[config.mk]
export PLATFORM = sky130hd
export DESIGN_NAME = exfat_esc_core
export DESIGN_NICKNAME = d
export VERILOG_FILES = /design/src/hw/rtl/exfat_esc_pkg.sv /design/src/hw/rtl/exfat_esc_core.sv
export SDC_FILE = /design/constraint.sdc
export NUM_CORES = 1
export LEC_CHECK = 0
export ABC_CLOCK_PERIOD_IN_PS = 7400
export BUFFER_PORTS_ARGS = -buffer_cell sky130_fd_sc_hd__buf_2
export CAP_MARGIN = 5
export CORE_UTILIZATION = 50
export CTS_BUF_LIST = sky130_fd_sc_hd__clkbuf_8
export CTS_CLUSTER_DIAMETER = 60
export DETAILED_ROUTE_END_ITERATION = 6
export GPL_TIMING_DRIVEN = 0
export PLACE_DENSITY = 0.76
export REMOVE_ABC_BUFFERS = 1
export SYNTH_ARGS = -nofsm -noshare
export SYNTH_HDL_FRONTEND = slang
export SYNTH_SLANG_ARGS = --single-unit
[constraint.sdc]
create_clock -name clk_i -period 7.4 [get_ports clk_i]
set_input_delay 1.48 -clock clk_i [delete_from_list [all_inputs] [get_ports clk_i]]
set_output_delay 1.48 -clock clk_i [all_outputs]
set_load 0.02 [all_outputs]
[src/hw/rtl/exfat_esc_pkg.sv]
// Shared types and constants of the exFAT entry set checker.
`default_nettype none

package exfat_esc_pkg;

  // Size of one directory entry in bytes, and its log2.
  localparam int unsigned ENTRY_BYTES = 32;
  localparam int unsigned ENTRY_SHIFT = 5;

  // Byte position counter width: covers (255 + 1) * ENTRY_BYTES positions.
  localparam int unsigned POS_W = 13;

  localparam logic [POS_W-1:0] POS_TYPE0    = '0;
  localparam logic [POS_W-1:0] POS_COUNT    = POS_W'(1);
  localparam logic [POS_W-1:0] POS_SUM_LO   = POS_W'(2);
  localparam logic [POS_W-1:0] POS_SUM_HI   = POS_W'(3);
  localparam logic [POS_W-1:0] POS_STREAM   = POS_W'(ENTRY_BYTES);
  localparam logic [POS_W-1:0] POS_NAME     = POS_W'(2 * ENTRY_BYTES);

  // Configuration register indexes.
  localparam int unsigned CFG_IDX_W = 3;
  localparam logic [CFG_IDX_W-1:0] CFG_PRIMARY_TYPE = 3'd0;
  localparam logic [CFG_IDX_W-1:0] CFG_STREAM_TYPE  = 3'd1;
  localparam logic [CFG_IDX_W-1:0] CFG_NAME_TYPE    = 3'd2;
  localparam logic [CFG_IDX_W-1:0] CFG_MIN_SEC      = 3'd3;
  localparam logic [CFG_IDX_W-1:0] CFG_MAX_SEC      = 3'd4;

  // Verdict codes.
  localparam logic [1:0] VERDICT_OK       = 2'd0;
  localparam logic [1:0] VERDICT_TYPE     = 2'd1;
  localparam logic [1:0] VERDICT_COUNT    = 2'd2;
  localparam logic [1:0] VERDICT_MISMATCH = 2'd3;

  typedef struct packed {
    logic [7:0] primary_type_code;
    logic [7:0] stream_type_code;
    logic [7:0] name_type_code;
    logic [7:0] min_secondaries;
    logic [7:0] max_secondaries;
  } cfg_t;

  typedef struct packed {
    logic [1:0]  verdict;
    logic [15:0] computed_sum;
    logic [15:0] stored_sum;
    logic [7:0]  secondary_count;
  } result_t;

endpackage

`default_nettype wire

[src/hw/rtl/exfat_esc_core.sv]
// Per-byte check and rotate-add checksum step with its set state.
`default_nettype none

module exfat_esc_core (
  input  logic                   clk_i,
  input  logic                   rst_ni,
  input  logic                   step_i,
  input  logic [7:0]             data_byte_i,
  input  logic                   set_start_i,
  input  exfat_esc_pkg::cfg_t    cfg_i,
  output logic                   res_valid_o,
  output exfat_esc_pkg::result_t res_o
);
  import exfat_esc_pkg::*;

  logic [POS_W-1:0] pos_q, pos_d;
  logic [15:0]      sum_q, sum_d;
  logic [15:0]      exp_q, exp_d;
  logic [7:0]       cnt_q, cnt_d;
  logic             tf_q, tf_d;
  logic             active_q, active_d;

  logic [POS_W-1:0] pos;
  logic [15:0]      sum_base, exp_base;
  logic [7:0]       cnt_base;
  logic             tf_base;
  logic             live;
  logic [POS_W-1:0] last_pos;
  logic             at_name;
  logic             have_verdict;
  logic [1:0]       verdict;

  always_comb begin
    // A start flag wipes the set state for this very byte.
    pos      = set_start_i ? '0 : pos_q;
    sum_base = set_start_i ? '0 : sum_q;
    exp_base = set_start_i ? '0 : exp_q;
    cnt_base = set_start_i ? '0 : cnt_q;
    tf_base  = set_start_i ? 1'b0 : tf_q;
    live     = set_start_i | active_q;

    cnt_d = (pos == POS_COUNT) ? data_byte_i : cnt_base;

    exp_d = exp_base;
    sum_d = sum_base;
    if (pos == POS_SUM_LO) begin
      exp_d = {exp_base[15:8], data_byte_i};
    end else if (pos == POS_SUM_HI) begin
      exp_d = {data_byte_i, exp_base[7:0]};
    end else if (pos[POS_W-1:ENTRY_SHIFT] <= cnt_d) begin
      // Inside the covered range: rotate right by one, then add the byte.
      sum_d = {sum_base[0], sum_base[15:1]} + {8'h00, data_byte_i};
    end

    tf_d = tf_base
         | ((pos == POS_TYPE0)  && (data_byte_i != cfg_i.primary_type_code))
         | ((pos == POS_STREAM) && (data_byte_i != cfg_i.stream_type_code))
         | ((pos == POS_NAME)   && (data_byte_i != cfg_i.name_type_code));

    // Last covered byte is count * ENTRY_BYTES + ENTRY_BYTES - 1.
    last_pos = {cnt_d, {ENTRY_SHIFT{1'b1}}};
    at_name  = (pos == POS_NAME);

    have_verdict = 1'b1;
    verdict      = VERDICT_OK;
    if (at_name && tf_d) begin
      verdict = VERDICT_TYPE;
    end else if (at_name && ((cnt_d < cfg_i.min_secondaries) ||
                             (cnt_d > cfg_i.max_secondaries))) begin
      verdict = VERDICT_COUNT;
    end else if ((pos >= POS_NAME) && (pos >= last_pos)) begin
      verdict = (sum_d == exp_d) ? VERDICT_OK : VERDICT_MISMATCH;
    end else begin
      have_verdict = 1'b0;
    end

    pos_d    = have_verdict ? pos : pos + POS_W'(1);
    active_d = ~have_verdict;
  end

  always_ff @(posedge clk_i or negedge rst_ni) begin
    if (!rst_ni) begin
      pos_q    <= '0;
      sum_q    <= '0;
      exp_q    <= '0;
      cnt_q    <= '0;
      tf_q     <= 1'b0;
      active_q <= 1'b0;
    end else if (step_i && live) begin
      pos_q    <= pos_d;
      sum_q    <= sum_d;
      exp_q    <= exp_d;
      cnt_q    <= cnt_d;
      tf_q     <= tf_d;
      active_q <= active_d;
    end
  end

  assign res_valid_o           = step_i & live & have_verdict;
  assign res_o.verdict         = verdict;
  assign res_o.computed_sum    = sum_d;
  assign res_o.stored_sum      = exp_d;
  assign res_o.secondary_count = cnt_d;

endmodule

`default_nettype wire

**Word level (Yosys, flattened, before mapping)**

Index checks and enable logic that the tools add are counted.

- Bits in registers: 55
- Input port bits: 52
- Output and inout bits: 43
- Logic and storage cells: 57

- Add/sub/neg operators: 2
- $lt $le $gt $ge: 5
- Eq/ne operators: 9
- Mux-type cells: 19
- Bitwise logic cells: 7
- Reduce and logical (&&, ||, !) cells: 9

Operators by type and width:

| operator | number |
|---|---|
| $mux 16 | 7 |
| $eq 13x2->1 const B | 2 |
| $mux 13 | 2 |
| $ne 8x8->1 | 3 |
| $add 16x8->16 | 1 |
| $eq 16x16->1 | 1 |
| $mux 8 | 2 |
| $add 13x1->13 const B | 1 |
| $eq 13x1->1 const B | 1 |
| $eq 13x6->1 const B | 1 |
| $eq 13x7->1 const B | 1 |
| $ge 13x13->1 | 1 |
| $ge 13x7->1 const B | 1 |
| $logic_not 13->1 | 1 |
| $gt 8x8->1 | 1 |
| $le 8x8->1 | 1 |
| $lt 8x8->1 | 1 |
| $mux 2 | 4 |
| $logic_and 1x1->1 | 7 |
| $mux 1 | 4 |
| $or 1x1->1 | 4 |
| $and 1x1->1 | 2 |
| $logic_or 1x1->1 | 1 |
| $not 1->1 | 1 |

**Logic depth before layout (Yosys ltp)**

- Depth after elaboration: 12
- Depth in mapped cells: 24
- Mapped depth without buffers: 18

**Least setup slack after synthesis**

No wires, ideal clock.

- Kind: input-to-output
- Start: input set_start_i
- End: output res_o[41] in the netlist's numbering
- Data arrival time: 6299 ps
- Required time: 5920 ps
- Slack: -379 ps
- Stages on the path: 24
- Path buffers: 7
- Cells stage by stage: clkbuf_1 > inv_1 > clkbuf_1 > buf_1 > nand2_1 > ha_1 > clkbuf_1 > nand4_1 > a32oi_1 > inv_1 > ha_1 > nand4_1 > nor2_1 > or2_2 > buf_1 > and3_1 > clkbuf_1 > clkbuf_1 > nand3_1 > a21oi_1 > xnor2_1 > nand3_1 > o21ai_1 > a21boi_0

RTL lines:

| what | line | source |
|---|---|---|
| start: declaration | exfat_esc_core.sv:9 | `input logic set_start_i,` |
| end: declaration | exfat_esc_core.sv:12 | `output exfat_esc_pkg::result_t res_o` |

==> flow_summary.toml <==
[grt]
grt_antenna_before_repair = 0
overflow = 0
grt_pass1_wl_um = 22000
grt_max_degree = 56
first_global_vias = 4556
track_usage_pct = 27.2

[placed_design]
gp_congestion = 0.955
post-dp-hpwl_um = 10100
port_buffers = 94

[worst_setup_path]
r2r_start = "pos_q[7]"
cp.buffers_inverters = 5
worstSetupPathType = "in2out"
crit_fanout = 48
cp.required_ns = 5.92
cp_data_arrival_time_ns = 5.67
cp_slowest_cell = "mux2i_2"
cp-end-kind = "primary output"
cp_cell_sequence = "buf_12 > clkinvlp_4 > nand2_2 > inv_1 > ha_4 > a41oi_4 > a32o_1 > inv_2 > ha_1 > nor2b_1 > o211ai_1 > a211o_2 > and3_4 > mux2i_2 > xnor2_1 > nor4_1 > nand4_1 > o21ai_2 > a21boi_0 > buf_2"
cp_slowest_stage_delay_ns = 0.35
path_delay_family = "compound AO/OA/AOI/OAI gates"
startpoint_type = "input port"
crit_start = "set_start_i"

[route]
dr_total_vias = 4885
dr.pass1.iters = 5
drt_iter0_drc = 319
routed_wirelength_um = 13900
wire_per_inst_um = 17.2
drc = 0
drt-vias-per-instance = 6.02
antenna_left = 0

[timing]
finalMaxSlewViolations = 0
tightest_slew_ns = 0.813
hold_viol = 0
fin_crit_sh_pct = 96.6
layout_min_cycle_time_ns = 7.15
setup_viol = 0
skew_ns = 0.0132
rsz0062_at_grt = "no"
relSlewSlack_pct = 45.8
setup-tns-final_ns = 0
timing.fmax_mhz = 140

[clock_network]
clk_latency_ns = 0.32
h-tree-depth = 2
cts.path.max_buffers = 2
clock-sinks = 55
clkTransAtPathRegs_ns = 0.11
cts_tree = "built"
numCtsBuffers = 5
cts-root-buf = "clkbuf_8"

[min_path]
hold_start = "sum_q[3]"
holdCritPathClass = "reg2reg"

[synth]
synth_area_per_cell_um2 = 8.16
yosysSeqAreaShare_pct = 28.0
synthArstFlopShare_pct = 100
synth-edff-count = 0
synth_most_common_cell = "nand2_1"
yosys-top-cells-count = "nand2_1, dfrtp_1, inv_1, o21ai_0"
synth_top_area_cell = "dfrtp_1"
ys_ff_latch = 55
ys.flop_type = "dfrtp_1"
synth_area_um2 = 4920
syn_inst = 603
ys_top_cells_by_area = "dfrtp_1, ha_1, xnor2_1"
yosys_warnings = 0
netlist.area_leader.share_pct = 28.0
ys_types = 71

[outcome]
status = "finished, final reports clean"

[floorplanning]
die_area_um2 = 10200
die_x_um = 101
initial_core_util_pct = 52.5
coreArea_um2 = 9370
ios = 95
num_rows = 35
die_h_um = 101

[layout]
layout-drive-gt1-share_pct = 23.0
nets = 768
syn_to_final_growth_pct = 16.3
n_antenna_cell = 0
final_core_util_pct = 61.1

[power]
pwr-share-seq_pct = 30.1
power_density_nw_per_um2 = 230
vdd_ir_drop_max_mv = 0.137
p_leak_nw = 2.83
p_comb_share_pct = 56.2
swShare_pct = 44.4
p_sw_mw = 0.586
power.internal_mw = 0.733
pwr-share-clk_pct = 13.7

[run]
drv_cap = 0
[flip-flops by register name, indices dropped and copies added (netlist names)]
| signal | cells |
|---|---|
| pos_q | 13 |
| tf_q | 1 |
| cnt_q | 8 |
| active_q | 1 |
| sum_q | 16 |
| exp_q | 16 |
[worst paths after layout]
| path | endpoint | slack, ns | cells past startpoint |
|---|---|---|---|
| min reg2reg | sum_q[3] | 0.49 | 2 |
| max | res_o[41] | 0.25 | 20 |
| max reg2reg | pos_q[12] | 2.23 | 16 |
| min in group asynchronous | pos_q[7] | 1.21 | 1 |
| max in group asynchronous | exp_q[5] | 5.68 | 1 |
| min | sum_q[3] | 0.49 | 2 |
[worst register-to-register path, cell delays in order (launching register included)]
cell	delay (ns)
dfrtp_1	0.48
nor4_4	0.56
a31o_2	0.49
nand2_1	0.21
a31oi_1	0.36
inv_1	0.14
ha_1	0.32
a21o_1	0.16
a21o_1	0.17
a21oi_1	0.21
o311ai_0	0.17
a41oi_1	0.19
a221o_1	0.15
a31oi_1	0.11
or3_1	0.68
or4_1	0.60
nand3_1	0.10
[stage by stage]
| stage | total power [mW] | cells | instance area [um^2] | setup slack [ns] | hold slack, ns |
|---|---|---|---|---|---|
| 2_1_floorplan | 0.871 | 568 | 4780 | 0.250 | 0.442 |
| 3_3_place_gp | 1.05 | 791 | 5410 | -1.63 | 0.458 |
| 3_5_place_dp | 1.07 | 792 | 5440 | -1.84 | 0.464 |
| 4_1_cts | 1.27 | 802 | 5610 | 0.0166 | 0.490 |
| 5_1_grt | 1.40 | 811 | 5730 | 0.0514 | 0.520 |
| 6_report | 1.32 | 811 | 5730 | 0.250 | 0.488 |
[layout make-up]
cell class | count | area [um^2]
Clock inverter | 1 | 5.00
Clock buffer | 6 | 82.6
Sequential cell | 55 | 1380
Inverter | 48 | 184
Multi-Input combinational cell | 465 | 3310
Fill cell | 871 | 3650
Timing Repair Buffer | 106 | 603
Timing Repair inverter | 1 | 5.00
Tap cell | 129 | 161
[cell families after synthesis]
family / Yosys count / synth area share, %
multiplexers: 19 / 4.22
buffers and inverters: 83 / 6.58
AO/OA/AOI/OAI: 165 / 22.5
flip-flops: 55 / 28.0
XOR/XNOR: 44 / 7.83
adder cells (fa/ha/maj): 34 / 8.80
AND/OR/NAND/NOR: 203 / 22.1
[per-layer routing]
layer,part of all wire (%),up-vias,wire length (um),track usage [%]
met5,0,-,0,0
met4,2.6,0,356,9.48
met3,7.5,32,1050,4.07
met2,46,219,6470,44.7
met1,43,2302,6040,36.6
li1,-,2332,-,-
[what timing repair did]
item	in CTS	in global routing
hold endpoints to repair	0	0
hold buffers	0	0
setup endpoints to repair	18	2
gates resized for setup	13	6
pin swaps	0	2
setup buffers	2	9
cloned	1	0
[power by group through the flow]
stage / logic [mW] / clock network (mW) / registers (mW)
final: 0.741 / 0.181 / 0.397
after global routing: 0.802 / 0.194 / 0.405
after CTS: 0.688 / 0.183 / 0.396
after detailed placement: 0.671 / 0 / 0.402
after global placement: 0.650 / 0 / 0.399
after floorplan: 0.481 / 0 / 0.391
[cell usage in the layout (no fill, tap or decap), drive strengths merged, types with 5 or more instances in the layout]
cell type	netlist	routed
a22oi	12	12
a31oi	11	11
inv	48	47
or2	5	5
nor2	16	16
o21ai	49	49
clkbuf	26	6
nor4	7	7
nor2b	22	22
ha	33	33
o211ai	5	5
buf	9	106
xnor2	33	33
mux2i	5	5
a21oi	28	28
nor3	7	7
or3	7	7
nand2	69	69
a21o	10	10
nand3	25	25
dfrtp	55	55
mux2	14	14
a32oi	5	5
nand4	15	15
and2	5	5
o31ai	5	5
xor2	11	11
and3	10	10
Note: power is estimated with default switching activity, not from simulation.
